[src/rtl/core/fwmc_pkg.sv]
package fwmc_pkg;

	// Sizes of the word and pattern stores and of the word counter.
	localparam int MAX_LETTERS = 16;
	localparam int MAX_WORDS   = 32;

	localparam int CHAR_W = 8;
	localparam int IDX_W  = $clog2(MAX_LETTERS);
	localparam int LEN_W  = $clog2(MAX_LETTERS + 1);
	localparam int NUM_W  = $clog2(MAX_WORDS + 1);
	localparam int OCC_W  = LEN_W;

	// Character codes that the block recognises.
	localparam logic [CHAR_W-1:0] CHAR_UPPER_A = 8'd65;
	localparam logic [CHAR_W-1:0] CHAR_UPPER_Z = 8'd90;
	localparam logic [CHAR_W-1:0] CHAR_LOWER_A = 8'd97;
	localparam logic [CHAR_W-1:0] CHAR_LOWER_Z = 8'd122;
	localparam logic [CHAR_W-1:0] CHAR_SPACE   = 8'd32;

	// Commands from the controller to the datapath.
	typedef struct packed {
		logic take;        // input channel ready
		logic prep;        // start closing the current word
		logic step;        // one compare of the substring search
		logic emit_word;   // load a word report into the output register
		logic emit_total;  // load the total report into the output register
		logic run_last;    // the word report is the last result of its transfer
	} fwmc_cmd_t;

	// Status from the datapath to the controller.
	typedef struct packed {
		logic accept;       // an input transfer happens this cycle
		logic close_req;    // the input character closes a word
		logic in_end;       // the input character ends the line
		logic word_full;    // the word limit has been reached
		logic search_done;  // no start position left to try
		logic out_free;     // the output register can take a result
	} fwmc_status_t;

endpackage

[src/rtl/core/fwmc_ctrl.sv]
module fwmc_ctrl import fwmc_pkg::*; (
	input  logic         clk,
	input  logic         arst_n,
	input  fwmc_status_t status,
	output fwmc_cmd_t    cmd
);

	localparam logic [2:0] ST_IDLE   = 3'd0;
	localparam logic [2:0] ST_PREP   = 3'd1;
	localparam logic [2:0] ST_SEARCH = 3'd2;
	localparam logic [2:0] ST_WORD   = 3'd3;
	localparam logic [2:0] ST_TOTAL  = 3'd4;

	logic [2:0] state_q;
	logic [2:0] state_d;
	logic       end_q;

	always_comb begin
		state_d = state_q;
		cmd     = '0;
		unique case (state_q)
			ST_IDLE: begin
				cmd.take = 1'b1;
				if (status.accept && status.close_req) begin
					state_d = ST_PREP;
				end
			end
			ST_PREP: begin
				cmd.prep = 1'b1;
				if (!status.word_full) begin
					state_d = ST_SEARCH;
				end else if (end_q) begin
					state_d = ST_TOTAL;
				end else begin
					state_d = ST_IDLE;
				end
			end
			ST_SEARCH: begin
				if (status.search_done) begin
					state_d = ST_WORD;
				end else begin
					cmd.step = 1'b1;
				end
			end
			ST_WORD: begin
				cmd.run_last = !end_q;
				if (status.out_free) begin
					cmd.emit_word = 1'b1;
					state_d       = end_q ? ST_TOTAL : ST_IDLE;
				end
			end
			ST_TOTAL: begin
				if (status.out_free) begin
					cmd.emit_total = 1'b1;
					state_d        = ST_IDLE;
				end
			end
			default: begin
				state_d = ST_IDLE;
			end
		endcase
	end

	always_ff @(posedge clk or negedge arst_n) begin
		if (!arst_n) begin
			state_q <= ST_IDLE;
			end_q   <= 1'b0;
		end else begin
			state_q <= state_d;
			if (status.accept) begin
				end_q <= status.in_end;
			end
		end
	end

endmodule

[config.mk]
export PLATFORM = sky130hd
export DESIGN_NAME = fwmc_ctrl
export DESIGN_NICKNAME = d
export VERILOG_FILES = /design/src/rtl/core/fwmc_pkg.sv /design/src/rtl/core/fwmc_ctrl.sv
export SDC_FILE = /design/constraint.sdc
export NUM_CORES = 1
export LEC_CHECK = 0
export ABC_CLOCK_PERIOD_IN_PS = 1350
export CORE_AREA = 2 2 39 41
export CTS_CLUSTER_SIZE = 28
export DETAILED_ROUTE_END_ITERATION = 10
export DIE_AREA = 0 0 41 43
export DONT_BUFFER_PORTS = 1
export PLACE_DENSITY = 0.31
export SLEW_MARGIN = 10
export SYNTH_ARGS = -nofsm -noshare
export SYNTH_HDL_FRONTEND = slang
export SYNTH_SLANG_ARGS = --single-unit
export TNS_END_PERCENT = 10
[constraint.sdc]
create_clock -name clk -period 1.35 [get_ports clk]
set_clock_uncertainty 0.1 [all_clocks]
set_input_delay 0.27 -clock clk [delete_from_list [all_inputs] [get_ports clk]]
set_output_delay 0.27 -clock clk [all_outputs]
set_load 0.02 [all_outputs]
==> results_tabular.tex <==
\begin{tabular}{lr}
\hline
Metric & Value \\
\hline
\multicolumn{2}{l}{\textbf{Worst setup path}} \\
Cell-by-cell listing of the critical path & nor2b\_4 > nand2\_1 > nor2\_1 > buf\_4 \\
Crit start category & flop \\
Crit-path max cell delay & about 450 ps \\
Required time of the critical path & 980 ps \\
Crit path kind & flop to output pin \\
Worst-path fanout max & 5 \\
Slowest cell on crit path & sky130\_fd\_sc\_hd\_\_dfrtp\_2 \\
Critical Path Sink Type & output pin \\
Critical path data arrival time & approximately 1100 ps \\
\multicolumn{2}{l}{\textbf{Place}} \\
Post-DP HPWL & between 500 and 600 um \\
Routability congestion estimate & $\sim$0.64 \\
Number of buffers inserted by port buffering & 0 \\
\multicolumn{2}{l}{\textbf{Synthesis}} \\
Part of the Yosys area used for sequential elements & 37.4\% \\
Mapped Nets & 34 \\
Synth warnings & 0 \\
Synth area leader & sky130\_fd\_sc\_hd\_\_dfrtp\_1 \\
Synthesized netlist cell count & 26 \\
Post-synthesis register bit count & 4 \\
Area share of the largest cell type after synthesis & roughly 37\% \\
Count of different cell masters after synthesis & 19 \\
Total standard cell area after synthesis & 268 um2 \\
Main synth FF type & sky130\_fd\_sc\_hd\_\_dfrtp\_1 \\
Number of enable-type register cells in the synthesized netlist & 0 \\
Mean instance size in the synthesized netlist & approximately 10 um2 \\
Cell types with the largest area share after synthesis & sky130\_fd\_sc\_hd\_\_dfrtp\_1 37\%, sky130\_fd\_sc\_hd\_\_o2bb2ai\_2 5.6\%, sky130\_fd\_sc\_hd\_\_nor2b\_4 5.1\%, sky130\_fd\_sc\_hd\_\_and4bb\_1 4.7\%, sky130\_fd\_sc\_hd\_\_nor3b\_2 4.7\% \\
Proportion of synthesized flip-flops having asynchronous set or reset & 100\% \\
\multicolumn{2}{l}{\textbf{STA}} \\
Setup violators final & 6 \\
RSZ-0062 raised after global routing & true \\
Fin worst setup slack & -162 ps \\
Count of final max-slew check failures & 0 \\
Normalized max-slew margin & 87.7\% \\
Highest Clock Rate & 662 MHz \\
Final Hold Violating Endpoints & 0 \\
Final clock period utilization by the worst path & 112\% \\
Period minus WS final & approximately 1500 ps \\
Worst Max-Slew Pin Slew & between 150 and 200 ps \\
\multicolumn{2}{l}{\textbf{Floorplanning}} \\
Placement row count & 14 \\
Core Region & 1380 um2 \\
Die area & 1760 um2 \\
DIE WIDTH & 41 um \\
Initial standard-cell utilization of the core & 19.3\% \\
Ports & 14 \\
Vert. Die Dim & 43 um \\
\multicolumn{2}{l}{\textbf{Worst hold path}} \\
Type of the worst min-delay path & input pin to flop \\
\multicolumn{2}{l}{\textbf{Cells and area}} \\
Layout cells sized above 1 & 62.2\% \\
Final standard cell utilization of the core & 27.9\% \\
Fill count & 150 \\
Sequential Area & 104 um2 \\
Relative area change from synthesis to final layout & 44.4\% \\
Multi-input gate area in the final layout & 163 um2 \\
Inserted Diodes & 0 \\
Post-layout nets & 47 \\
\multicolumn{2}{l}{\textbf{Clock network}} \\
CTS H-tree lvls & 1 \\
Clock tree root driver cell & sky130\_fd\_sc\_hd\_\_clkbuf\_4 \\
Clk Latency, worst-skew pair & approximately 230 ps \\
Total clock buffers created by CTS & 3 \\
TritonCTS clock tree & yes \\
CTS sink cnt & 4 \\
Clock input transition at the sequential cells of the worst setup and hold paths & 40 ps \\
Clk buf depth & 2 \\
\multicolumn{2}{l}{\textbf{Global routing}} \\
Global-route wire length before repair & 917 um \\
Initial antenna violation count & 0 \\
Grt ovf & 0 \\
Maximum number of pins on one net before global-route repair & 10 \\
GR Util All Layers & 8.06\% \\
Via count of the first global-routing pass & 256 \\
\multicolumn{2}{l}{\textbf{Routing}} \\
Remaining DRCs & 0 \\
Total vias in the final route & between 200 and 250 \\
Routed wire length & 654 um \\
Number of nets still failing antenna checks after routing & 0 \\
Number of optimization iterations in the first detailed-route pass & 2 \\
DRT iter0 DRCs & 1 \\
Via/cell ratio & 4.51 \\
Routed wire per std cell & 12.3 um \\
\multicolumn{2}{l}{\textbf{Run}} \\
Number of maximum-capacitance constraint violations & 0 \\
\multicolumn{2}{l}{\textbf{Pwr}} \\
Worst-case vdd ir drop & 0.751 mV \\
Leakage power total & 0.000160 uW \\
Pwr per Cell Area & 2140 nW/um2 \\
Total Power & 827 uW \\
\multicolumn{2}{l}{\textbf{Run status}} \\
Result of the run & complete, but fails checks \\
Violations in the final reports & setup timing \\
\hline
\end{tabular}
[final timing paths]
check,startpoint,endpoint,slack (ps),depth (start not counted)
max in group asynchronous,arst_n,state_q[1],770,1
worst min register to register,end_q,state_q[2],450,1
worst min-delay path,status[4],state_q[0],80,2
worst max register to register,state_q[2],state_q[2],140,4
worst max-delay path,state_q[2],cmd[0],-160,4
min in group asynchronous,arst_n,state_q[0],200,1
[report_power, final]
group	total [uW]	switching (uW)	internal, uW
Clock	146	46.8	99.3
Combinational	432	197	235
Sequential	249	82.5	167
Total	827	326	501
[state kept, by name (all words and copies together) (netlist names)]
signal,flops
end_q,1
state_q,3
[cell type report]
type	count	area share (%)
tap	16	5.18
clock buffer	3	5.83
multi-input combinational	20	42.1
timing repair buffer	10	20.1
sequential	4	26.9
[cells in the mapped netlist, types with 2 or more instances]
cell type and n:
sky130_fd_sc_hd__nor2_1 3, sky130_fd_sc_hd__a21oi_1 2, sky130_fd_sc_hd__nand2_1 2, sky130_fd_sc_hd__dfrtp_1 4
[per-stage QoR]
step	worst slack (ps)	TNS [ps]	cells	cell area [um2]	hold slack [ps]
final	-162	-799	53	387	82.6
after global routing	-241	-1200	53	387	78.0
after detailed placement	24.4	0	47	335	-125
after global placement	53.5	0	47	335	-125
after CTS	-177	-883	53	387	81.1
after floorplan	-15.9	-15.9	26	279	-126
[worst max-delay path: cells and delay by family, from the launching register on]
family | cells | cell delay (ps)
simple gates | 3 | 310
flops | 1 | 450
buf+inv | 1 | 150
[what timing repair did]
item,4_1_cts,5_1_grt
endpoints found under the setup margin,6,6
hold endpoints to repair,4,0
hold buffers,1,0
gates cloned,0,0
pin swaps,1,1
buffers inserted,2,0
resized for setup,3,1
[routing by layer]
layer | routed length [um] | track usage, % | vias to the layer above
li1 | - | - | 119
met1 | 252 | 7.49 | 114
met2 | 348 | 13.1 | 6
met3 | 52 | 3.14 | 0
met4 | 0 | 6.00 | 0
met5 | 0 | 0 | -
[layout by cell type, fill, tap and decap left out, types with 2 or more instances in the layout]
cell / n
sky130_fd_sc_hd__clkbuf_4: 3
sky130_fd_sc_hd__buf_4: 9
sky130_fd_sc_hd__nand2_1: 2
sky130_fd_sc_hd__dfrtp_2: 3
sky130_fd_sc_hd__nor2_1: 3
sky130_fd_sc_hd__a21oi_1: 2
[logic make-up after synthesis]
group	synth area share [%]
multiplexers	4.21
AND/OR/NAND/NOR	37.8
AO/OA/AOI/OAI	14.5
buffers and inverters	6.07
flip-flops	37.4
No activity file was read; power rests on OpenSTA's default activity.
